File: src/rtl/mscal_pkg.sv
package mscal_pkg;

    localparam int unsigned TICKS_PER_MINUTE_DEF = 60000;

    localparam int unsigned MINUTES_PER_HOUR = 60;
    localparam int unsigned HOURS_PER_DAY    = 24;
    localparam int unsigned MONTH_WRAP       = 13;
    localparam int unsigned YEAR_LAST        = 99;

    localparam logic [6:0] RST_YEAR  = 7'd24;
    localparam logic [3:0] RST_MONTH = 4'd2;
    localparam logic [4:0] RST_DAY   = 5'd24;

    // command codes; 6 and 7 are no-ops
    typedef enum logic [2:0] {
        CMD_TICK     = 3'd0,
        CMD_SET_TIME = 3'd1,
        CMD_RUN_ON   = 3'd2,
        CMD_RUN_OFF  = 3'd3,
        CMD_CAM_ON   = 3'd4,
        CMD_CAM_OFF  = 3'd5
    } cmd_t;

    typedef struct packed {
        logic [6:0]  year;
        logic [3:0]  month;
        logic [4:0]  day;
        logic [4:0]  hour;
        logic [5:0]  minute;
        logic [15:0] millis;
    } cal_time_t;

    // first day value that overflows the month
    function automatic logic [5:0] month_limit(input logic [3:0] month,
                                               input logic [6:0] year);
        logic [5:0] lim;
        unique case (month)
            4'd1, 4'd3, 4'd5, 4'd7, 4'd8, 4'd10, 4'd12: lim = 6'd32;
            4'd4, 4'd6, 4'd9, 4'd11:                    lim = 6'd31;
            default:                                    lim = (year[1:0] == 2'b00) ? 6'd30 : 6'd29;
        endcase
        return lim;
    endfunction

    // inverse of an odd constant mod 2^16 (elaboration only)
    function automatic logic [15:0] odd_inverse(input logic [15:0] d);
        logic [31:0] x;
        logic [31:0] dw;
        dw = {16'b0, d};
        x  = dw;
        for (int i = 0; i < 4; i++)
        begin
            x = (x * (32'd2 - dw * x)) & 32'h0000_FFFF;
        end
        return x[15:0];
    endfunction

    // value is a multiple of odd d iff value*inv(d) mod 2^16 <= 65535/d
    function automatic logic is_multiple(input logic [15:0] value,
                                         input logic [15:0] inv,
                                         input logic [15:0] limit);
        logic [31:0] prod;
        prod = {16'b0, value} * {16'b0, inv};
        return prod[15:0] <= limit;
    endfunction

endpackage

File: src/rtl/mscal_time_core.sv
module mscal_time_core #(
    parameter int unsigned TICKS_PER_MINUTE = mscal_pkg::TICKS_PER_MINUTE_DEF
) (
    input  logic                  clk,
    input  logic                  rst_n,
    input  logic                  upd,
    input  logic [2:0]            cmd,
    input  mscal_pkg::cal_time_t  set_time,
    output mscal_pkg::cal_time_t  cur_time,
    output logic                  camera_on,
    output logic                  run_flag
);
    import mscal_pkg::*;

    localparam logic [16:0] TpmWide = 17'(TICKS_PER_MINUTE);

    cal_time_t   time_reg, time_next;
    logic        cam_reg, cam_next;
    logic        run_reg, run_next;

    logic [16:0] ms_inc;
    logic [6:0]  min_inc;
    logic [5:0]  hour_inc;
    logic [5:0]  day_inc;
    logic [4:0]  mon_inc;
    logic [4:0]  mon_step;

    always_comb
    begin
        time_next = time_reg;
        cam_next  = cam_reg;
        run_next  = run_reg;
        ms_inc    = {1'b0, time_reg.millis} + 17'd1;
        min_inc   = {1'b0, time_reg.minute} + 7'd1;
        hour_inc  = {1'b0, time_reg.hour} + 6'd1;
        day_inc   = {1'b0, time_reg.day} + 6'd1;
        mon_inc   = {1'b0, time_reg.month} + 5'd1;
        mon_step  = {1'b0, time_reg.month};
        if (upd)
        begin
            unique case (cmd)
                CMD_TICK:
                begin
                    if (ms_inc >= TpmWide)
                    begin
                        time_next.millis = '0;
                        if (min_inc >= 7'(MINUTES_PER_HOUR))
                        begin
                            time_next.minute = '0;
                            if (hour_inc >= 6'(HOURS_PER_DAY))
                            begin
                                time_next.hour = '0;
                                // day carry; month >= 13 wraps even without a day roll
                                if (day_inc >= month_limit(time_reg.month, time_reg.year))
                                begin
                                    time_next.day = 5'd1;
                                    mon_step      = mon_inc;
                                end
                                else
                                begin
                                    time_next.day = day_inc[4:0];
                                end
                                if (mon_step >= 5'(MONTH_WRAP))
                                begin
                                    time_next.month = 4'd1;
                                    time_next.year  = (time_reg.year >= 7'(YEAR_LAST)) ?
                                                      7'd0 : time_reg.year + 7'd1;
                                end
                                else
                                begin
                                    time_next.month = mon_step[3:0];
                                end
                            end
                            else
                            begin
                                time_next.hour = hour_inc[4:0];
                            end
                        end
                        else
                        begin
                            time_next.minute = min_inc[5:0];
                        end
                    end
                    else
                    begin
                        time_next.millis = ms_inc[15:0];
                    end
                end
                CMD_SET_TIME: time_next = set_time;
                CMD_RUN_ON:   run_next  = 1'b1;
                CMD_RUN_OFF:  run_next  = 1'b0;
                CMD_CAM_ON:   cam_next  = 1'b1;
                CMD_CAM_OFF:  cam_next  = 1'b0;
                default:      ;
            endcase
        end
    end

    always_ff @(posedge clk or negedge rst_n)
    begin
        if (!rst_n)
        begin
            time_reg.year   <= RST_YEAR;
            time_reg.month  <= RST_MONTH;
            time_reg.day    <= RST_DAY;
            time_reg.hour   <= '0;
            time_reg.minute <= '0;
            time_reg.millis <= '0;
            cam_reg         <= 1'b0;
            run_reg         <= 1'b0;
        end
        else
        begin
            time_reg <= time_next;
            cam_reg  <= cam_next;
            run_reg  <= run_next;
        end
    end

    assign cur_time  = time_reg;
    assign camera_on = cam_reg;
    assign run_flag  = run_reg;

`ifndef ASSERT_OFF
    a_run_set: assert property (@(posedge clk) disable iff (!rst_n)
        (upd && cmd == CMD_RUN_ON) |=> run_reg)
        else $error("run flag not set after run-on");
    a_ms_wrap: assert property (@(posedge clk) disable iff (!rst_n)
        (upd && cmd == CMD_TICK && ms_inc >= TpmWide) |=> (time_reg.millis == '0))
        else $error("millis did not wrap at end of minute");
    a_idle_hold: assert property (@(posedge clk) disable iff (!rst_n)
        !upd |=> $stable(time_reg))
        else $error("time changed without an accepted word");
`endif
endmodule

File: src/rtl/mscal_pulse_stage.sv
module mscal_pulse_stage (
    input  logic                  clk,
    input  logic                  rst_n,
    input  logic                  load,
    input  logic                  tick,
    input  logic                  camera_on,
    input  logic                  run_flag,
    input  mscal_pkg::cal_time_t  cur_time,
    input  logic                  out_stall,
    output logic                  free,
    output logic                  out_valid,
    output logic                  pps_pulse,
    output logic                  time_msg_due,
    output logic                  camera_trigger,
    output logic                  imu_forward_due,
    output logic                  run_on,
    output mscal_pkg::cal_time_t  out_time
);
    import mscal_pkg::*;

    // 1000 = 8*125, 100 = 4*25, 20 = 4*5: low zero bits plus an odd-divisor test
    localparam logic [15:0] Inv125 = odd_inverse(16'd125);
    localparam logic [15:0] Inv25  = odd_inverse(16'd25);
    localparam logic [15:0] Inv5   = odd_inverse(16'd5);
    localparam logic [15:0] Lim125 = 16'(65535 / 125);
    localparam logic [15:0] Lim25  = 16'(65535 / 25);
    localparam logic [15:0] Lim5   = 16'(65535 / 5);

    logic      valid_reg, valid_next;
    logic      pps_reg, tmsg_reg, cam_reg, imu_reg, run_reg;
    logic      pps_next, tmsg_next, imu_next;
    cal_time_t time_reg;

    always_comb
    begin
        pps_next  = tick && (cur_time.millis[2:0] == 3'b000) &&
                    is_multiple({3'b0, cur_time.millis[15:3]}, Inv125, Lim125);
        tmsg_next = tick && (cur_time.millis[1:0] == 2'b00) &&
                    is_multiple({2'b0, cur_time.millis[15:2]}, Inv25, Lim25);
        imu_next  = tick && (cur_time.millis[1:0] == 2'b00) &&
                    is_multiple({2'b0, cur_time.millis[15:2]}, Inv5, Lim5);
    end

    assign free = !valid_reg || !out_stall;

    always_comb
    begin
        valid_next = valid_reg;
        if (load)
        begin
            valid_next = 1'b1;
        end
        else if (!out_stall)
        begin
            valid_next = 1'b0;
        end
    end

    always_ff @(posedge clk or negedge rst_n)
    begin
        if (!rst_n)
        begin
            valid_reg <= 1'b0;
        end
        else
        begin
            valid_reg <= valid_next;
        end
    end

    always_ff @(posedge clk)
    begin
        if (load)
        begin
            pps_reg  <= pps_next;
            tmsg_reg <= tmsg_next;
            cam_reg  <= tmsg_next && camera_on;
            imu_reg  <= imu_next;
            run_reg  <= run_flag;
            time_reg <= cur_time;
        end
    end

    assign out_valid       = valid_reg;
    assign pps_pulse       = pps_reg;
    assign time_msg_due    = tmsg_reg;
    assign camera_trigger  = cam_reg;
    assign imu_forward_due = imu_reg;
    assign run_on          = run_reg;
    assign out_time        = time_reg;

`ifndef ASSERT_OFF
    a_load_free: assert property (@(posedge clk) disable iff (!rst_n)
        load |-> free)
        else $error("output register loaded while a word is held");
    a_pps_nest: assert property (@(posedge clk) disable iff (!rst_n)
        (valid_reg && pps_reg) |-> (tmsg_reg && imu_reg))
        else $error("pps pulse without 10 Hz and 50 Hz pulses");
    a_cam_nest: assert property (@(posedge clk) disable iff (!rst_n)
        (valid_reg && cam_reg) |-> tmsg_reg)
        else $error("camera trigger off the 100 ms grid");
`endif
endmodule

File: src/rtl/ms_calendar_clock_trigger_gen.sv
// Millisecond calendar clock and trigger generator. Each input word carries a
// command: tick (advance one millisecond with carry through minute, hour, day,
// month and a two-digit year that wraps 99 -> 0; February has 29 days when
// year mod 4 is zero, else 28), set time (all fields loaded unchecked), run
// on/off, camera on/off. Codes 6 and 7 are no-ops. Every input word yields
// exactly one output word holding the date/time and run flag after that word,
// plus pulses on ticks only: pps_pulse when the new millis is a multiple of
// 1000, time_msg_due on multiples of 100, camera_trigger on those while the
// camera is on, imu_forward_due on multiples of 20. Throughput is one word
// per clock while the output is not stalled; an accepted word passes the
// state register, then the output register that holds the pulse decode,
// before out_valid rises and the word can be taken by the receiver. Reset date
// is day 24, month 2, year 24 at 00:00:00.000. Both sides use valid/stall;
// in_stall rises only when both stages hold words and the output is stalled.
module ms_calendar_clock_trigger_gen #(
    parameter int unsigned TICKS_PER_MINUTE = mscal_pkg::TICKS_PER_MINUTE_DEF
) (
    input  logic        clk,
    input  logic        rst_n,
    input  logic        in_valid,
    output logic        in_stall,
    input  logic [2:0]  cmd,
    input  logic [6:0]  set_year,
    input  logic [3:0]  set_month,
    input  logic [4:0]  set_day,
    input  logic [4:0]  set_hour,
    input  logic [5:0]  set_minute,
    input  logic [15:0] set_millis,
    output logic        out_valid,
    input  logic        out_stall,
    output logic        pps_pulse,
    output logic        time_msg_due,
    output logic        camera_trigger,
    output logic        imu_forward_due,
    output logic        run_on,
    output logic [6:0]  cur_year,
    output logic [3:0]  cur_month,
    output logic [4:0]  cur_day,
    output logic [4:0]  cur_hour,
    output logic [5:0]  cur_minute,
    output logic [15:0] cur_millis
);
    import mscal_pkg::*;

    // stage A: the calendar state itself is the payload; only valid and
    // the tick flag are kept alongside it
    logic      a_valid_reg, a_valid_next;
    logic      tick_reg;
    logic      b_free;
    logic      a_adv;
    logic      accept;
    cal_time_t set_time;
    cal_time_t state_time;
    cal_time_t out_time;
    logic      camera_on;
    logic      run_flag;

    assign a_adv    = a_valid_reg && b_free;
    assign in_stall = a_valid_reg && !b_free;
    assign accept   = in_valid && !in_stall;

    assign set_time = '{year: set_year, month: set_month, day: set_day,
                        hour: set_hour, minute: set_minute, millis: set_millis};

    always_comb
    begin
        a_valid_next = a_valid_reg;
        if (accept)
        begin
            a_valid_next = 1'b1;
        end
        else if (a_adv)
        begin
            a_valid_next = 1'b0;
        end
    end

    always_ff @(posedge clk or negedge rst_n)
    begin
        if (!rst_n)
        begin
            a_valid_reg <= 1'b0;
        end
        else
        begin
            a_valid_reg <= a_valid_next;
        end
    end

    always_ff @(posedge clk)
    begin
        if (accept)
        begin
            tick_reg <= (cmd == CMD_TICK);
        end
    end

    mscal_time_core #(
        .TICKS_PER_MINUTE (TICKS_PER_MINUTE)
    ) u_core (
        .clk       (clk),
        .rst_n     (rst_n),
        .upd       (accept),
        .cmd       (cmd),
        .set_time  (set_time),
        .cur_time  (state_time),
        .camera_on (camera_on),
        .run_flag  (run_flag)
    );

    mscal_pulse_stage u_pulse (
        .clk             (clk),
        .rst_n           (rst_n),
        .load            (a_adv),
        .tick            (tick_reg),
        .camera_on       (camera_on),
        .run_flag        (run_flag),
        .cur_time        (state_time),
        .out_stall       (out_stall),
        .free            (b_free),
        .out_valid       (out_valid),
        .pps_pulse       (pps_pulse),
        .time_msg_due    (time_msg_due),
        .camera_trigger  (camera_trigger),
        .imu_forward_due (imu_forward_due),
        .run_on          (run_on),
        .out_time        (out_time)
    );

    assign cur_year   = out_time.year;
    assign cur_month  = out_time.month;
    assign cur_day    = out_time.day;
    assign cur_hour   = out_time.hour;
    assign cur_minute = out_time.minute;
    assign cur_millis = out_time.millis;

`ifndef ASSERT_OFF
    a_stall_full: assert property (@(posedge clk) disable iff (!rst_n)
        in_stall |-> (a_valid_reg && out_valid && out_stall))
        else $error("input stalled with room in the pipe");
    a_tick_flag: assert property (@(posedge clk) disable iff (!rst_n)
        (accept && cmd == CMD_TICK) |=> (a_valid_reg && tick_reg))
        else $error("tick word not staged");
    a_drain: assert property (@(posedge clk) disable iff (!rst_n)
        (a_valid_reg && b_free && !accept) |=> !a_valid_reg)
        else $error("stage A kept a word it handed on");
`endif
endmodule

File: config.mk
export PLATFORM = sky130hd
export DESIGN_NAME = ms_calendar_clock_trigger_gen
export DESIGN_NICKNAME = d
export VERILOG_FILES = /design/src/rtl/mscal_pkg.sv /design/src/rtl/mscal_time_core.sv /design/src/rtl/mscal_pulse_stage.sv /design/src/rtl/ms_calendar_clock_trigger_gen.sv
export SDC_FILE = /design/constraint.sdc
export NUM_CORES = 1
export LEC_CHECK = 0
export ABC_AREA = 1
export BUFFER_PORTS_ARGS = -buffer_cell sky130_fd_sc_hd__clkbuf_2
export CAP_MARGIN = 20
export CORE_ASPECT_RATIO = 0.75
export CORE_UTILIZATION = 65
export CTS_CLUSTER_SIZE = 12
export DETAILED_ROUTE_END_ITERATION = 8
export PLACE_DENSITY = 0.83
export SLEW_MARGIN = 20
export SYNTH_ARGS = -nofsm -noshare
export SYNTH_HDL_FRONTEND = slang
export SYNTH_SLANG_ARGS = --single-unit
export TNS_END_PERCENT = 10
File: constraint.sdc
create_clock -name clk -period 13.4 [get_ports clk]
set_clock_uncertainty 0.2 [all_clocks]
set_input_delay 0.67 -clock clk [delete_from_list [all_inputs] [get_ports clk]]
set_output_delay 0.67 -clock clk [all_outputs]
set_load 0.05 [all_outputs]
==> flow_metrics.py <==
metrics = {
    "worst_setup_path": {
        "timing.rr.start": "u_core.cur_time[5]$_DFFE_PN0P_",
        "crit_type": "flip-flop to flip-flop",
        "startpoint": "u_core.cur_time[5]$_DFFE_PN0P_",
        "worstPathArrival_ns": 5.48,
        "end_kind": "flip-flop",
        "cp_max_fo": 12,
        "crit_path_start_kind": "flip-flop",
        "ff2ff_setup_slack_ns": 7.82,
        "cp.required_ns": 13.31,
    },
    "floorplanning": {
        "initial_core_util": 0.6694,
        "core_area_um2": 15320,
        "die_w_um": 147.0,
        "die-area_um2": 16290,
        "fp-row-count": 39,
        "dieHeight_um": 110.8,
        "num_io_pins": 100,
    },
    "sta": {
        "finalSetupViolations": 0,
        "fin_setup_tns_ns": 0,
        "rsz0062_at_grt": "no",
        "slew_headroom": 0.3084,
        "worstMarginPinSlew_ns": 1.036,
        "fin_crit_ns": 5.576,
        "post-route-period-util": 0.4161,
        "max_freq_ghz": 0.1793,
        "hold_violations": 0,
        "finalMaxSlewViolations": 0,
    },
    "placed_design": {
        "io_buffers": 99,
        "dp_hpwl_mm": 19.11,
        "gp_congestion": 0.9106,
    },
    "finish": {
        "antenna_cells": 0,
        "seq_area_um2": 2654,
        "syn_to_final_growth_pct": 10.06,
        "fillers": 1130,
        "fin_nets": 1541,
        "drive_gt1_frac": 0.1304,
        "multiInputGateArea_um2": 6683,
    },
    "synthesis": {
        "synth_area_um2": 10260,
        "yosysWarnings": 0,
        "synth_ff_type": "edfxtp_1",
        "synth_top_area_share": 0.1891,
        "ys_ff_latch": 96,
        "synthesis.instances": 1160,
        "synth_fp_nets": 1441,
        "synth-edff-count": 49,
        "synth.avg_cell_area_um2": 8.841,
        "post_synth_num_cell_types": 48,
        "yosysTopAreaCell": "ha_1",
        "synthTopCellsByArea": "ha_1, fa_1, edfxtp_1, dfrtp_1, inv_1",
        "yosysSeqAreaShare": 0.2588,
        "async_flop_share": 0.4896,
    },
    "route": {
        "routed_wl_mm": 24.44,
        "drt_first_pass_iters": 5,
        "drt_iter0_drc": 729,
        "avgRoutedWirePerCell_um": 16.63,
        "drc": 0,
        "ant_nets": 0,
        "vias": 8270,
        "avgViaCountPerCell": 5.626,
    },
    "run": {
        "drv_cap": 0,
    },
    "clock_tree": {
        "clockRootBuffer": "clkbuf_16",
        "clkTransAtPathRegs_ns": 0.08,
        "cts_buffers": 9,
        "cts_sinks": 96,
        "cts_buffer_depth": 2,
        "hold_buffers": 0,
        "cts-htree-levels": 3,
        "insertion_delay_ns": 0.36,
        "cts-resized-gates": 0,
        "tritoncts": "done",
        "post-cts-setup-buffer-count": 0,
    },
    "grt": {
        "overflow": 0,
        "grt_max_degree": 49,
        "grt_pass1_wl_mm": 40.63,
        "antenna_found_initial": 0,
        "grt_use_total": 0.3181,
        "grt_pass1_vias": 8094,
    },
    "run_status": {
        "status": "finished, final reports clean",
    },
    "worst_hold_path": {
        "min_path_type": "input port to asynchronous set/reset pin",
    },
}
worst max-delay path, stage by stage, from the launching register on:
cell      delay [ns]
dfrtp_1         0.65
inv_1           0.15
ha_1            0.25
ha_1            0.32
inv_1           0.07
fa_1            0.58
fa_1            0.57
inv_1           0.05
fa_1            0.53
inv_1           0.05
fa_1            0.50
inv_1           0.04
ha_1            0.34
inv_1           0.07
nor3_1          0.26
nand2_1         0.10
nand4_1         0.13
nand2_1         0.09
nand2_1         0.06
a21oi_1         0.07
o211ai_1        0.19
nor2_1          0.07
cell usage after synthesis (all sizes together), types with 2 or more instances:
library cell	count
nand3b	4
nor2	61
nand4	16
dfstp	5
dfrtp	42
nand2	222
o31ai	5
nand3	64
buf	5
a31oi	2
xnor2	36
edfxtp	49
a22o	2
a21oi	46
nor3	8
a22oi	18
o22ai	4
a32o	3
or2	9
o21ai	37
a21o	4
fa	76
o2111ai	2
clkbuf	10
ha	155
inv	227
o21a	3
xor2	35
a2bb2oi	3
o211ai	3
per-layer routing:
metal	GRT usage	routed length, µm	up-vias	share of wire
met3	0.05802	2049	39	0.084
li1	-	-	3955	-
met1	0.4683	11230	3912	0.46
met2	0.4903	10780	364	0.44
met5	0	0	-	0
met4	0.06873	382	0	0.016
final cells by class:
type / count / share of cell area
multi-input combinational: 821 / 0.5920
sequential: 96 / 0.2351
inverter: 228 / 0.07581
timing repair buffer: 104 / 0.04722
tap: 205 / 0.02272
clock buffer: 9 / 0.01995
clock inverter: 7 / 0.007205
final timing paths:
path / endpoint / cells past startpoint
min in group clk: u_pulse.out_valid$_DFFE_PN0P_ / 2
worst max register to register: u_pulse.imu_forward_due$_DFFE_PP_ / 21
worst min-delay path: u_core.cur_time[24]$_DFFE_PN0P_ / 2
worst max-delay path: u_pulse.imu_forward_due$_DFFE_PP_ / 21
max in group asynchronous: u_core.cur_time[37]$_DFFE_PN0P_ / 2
worst min register to register: u_pulse.out_valid$_DFFE_PN0P_ / 2
cell families (layout without fill, tap and decap cells):
| group | after synthesis | in the layout | synth area share |
|---|---|---|---|
| AOI/OAI and AO/OA | 134 | 134 | 0.08454 |
| xor gates and xnor gates | 71 | 71 | 0.06063 |
| and+or+nand+nor | 385 | 385 | 0.1676 |
| buffers and inverters | 243 | 348 | 0.09101 |
| DFF | 96 | 96 | 0.2588 |
| adders and majority gates | 231 | 231 | 0.3374 |
cells in the final DEF (no fill, tap or decap), types with 3 or more instances in the layout:
master / instances
edfxtp_1: 49
xnor2_1: 36
o22ai_1: 4
or2_2: 9
o31ai_1: 5
nand4_1: 14
clkbuf_16: 9
nor2_1: 53
nand3_1: 59
nor3_1: 8
a21oi_1: 44
o21a_1: 3
xor2_1: 35
nand3b_1: 4
clkbuf_2: 99
a21o_1: 4
o211ai_1: 3
a2bb2oi_1: 3
a22oi_2: 8
dfrtp_1: 42
dfstp_2: 5
nor2_4: 4
o21ai_0: 24
nor2_2: 4
a22oi_1: 10
o21ai_1: 9
buf_4: 5
inv_1: 226
nand2_1: 221
fa_1: 76
o21ai_2: 4
a32o_1: 3
ha_1: 155
nand3_2: 3
metrics by stage:
stage                     hold slack, ns  cells  setup slack (ns)  area, µm²  utilization
final                             0.2186   1470             7.824      11290       0.7367
after global routing              0.2714   1470             7.442      11290       0.7367
after CTS                         0.2460   1470             7.884      11290       0.7367
after detailed placement          0.2517   1454             7.920      10980       0.7167
after global placement            0.2347   1454             8.101      10980       0.7167
after floorplan                   0.1744   1160             8.364      10260            -
Power is left out: the tool's default activity adds up to more than one toggle a clock period on the data nets, which glitch-free logic cannot reach.
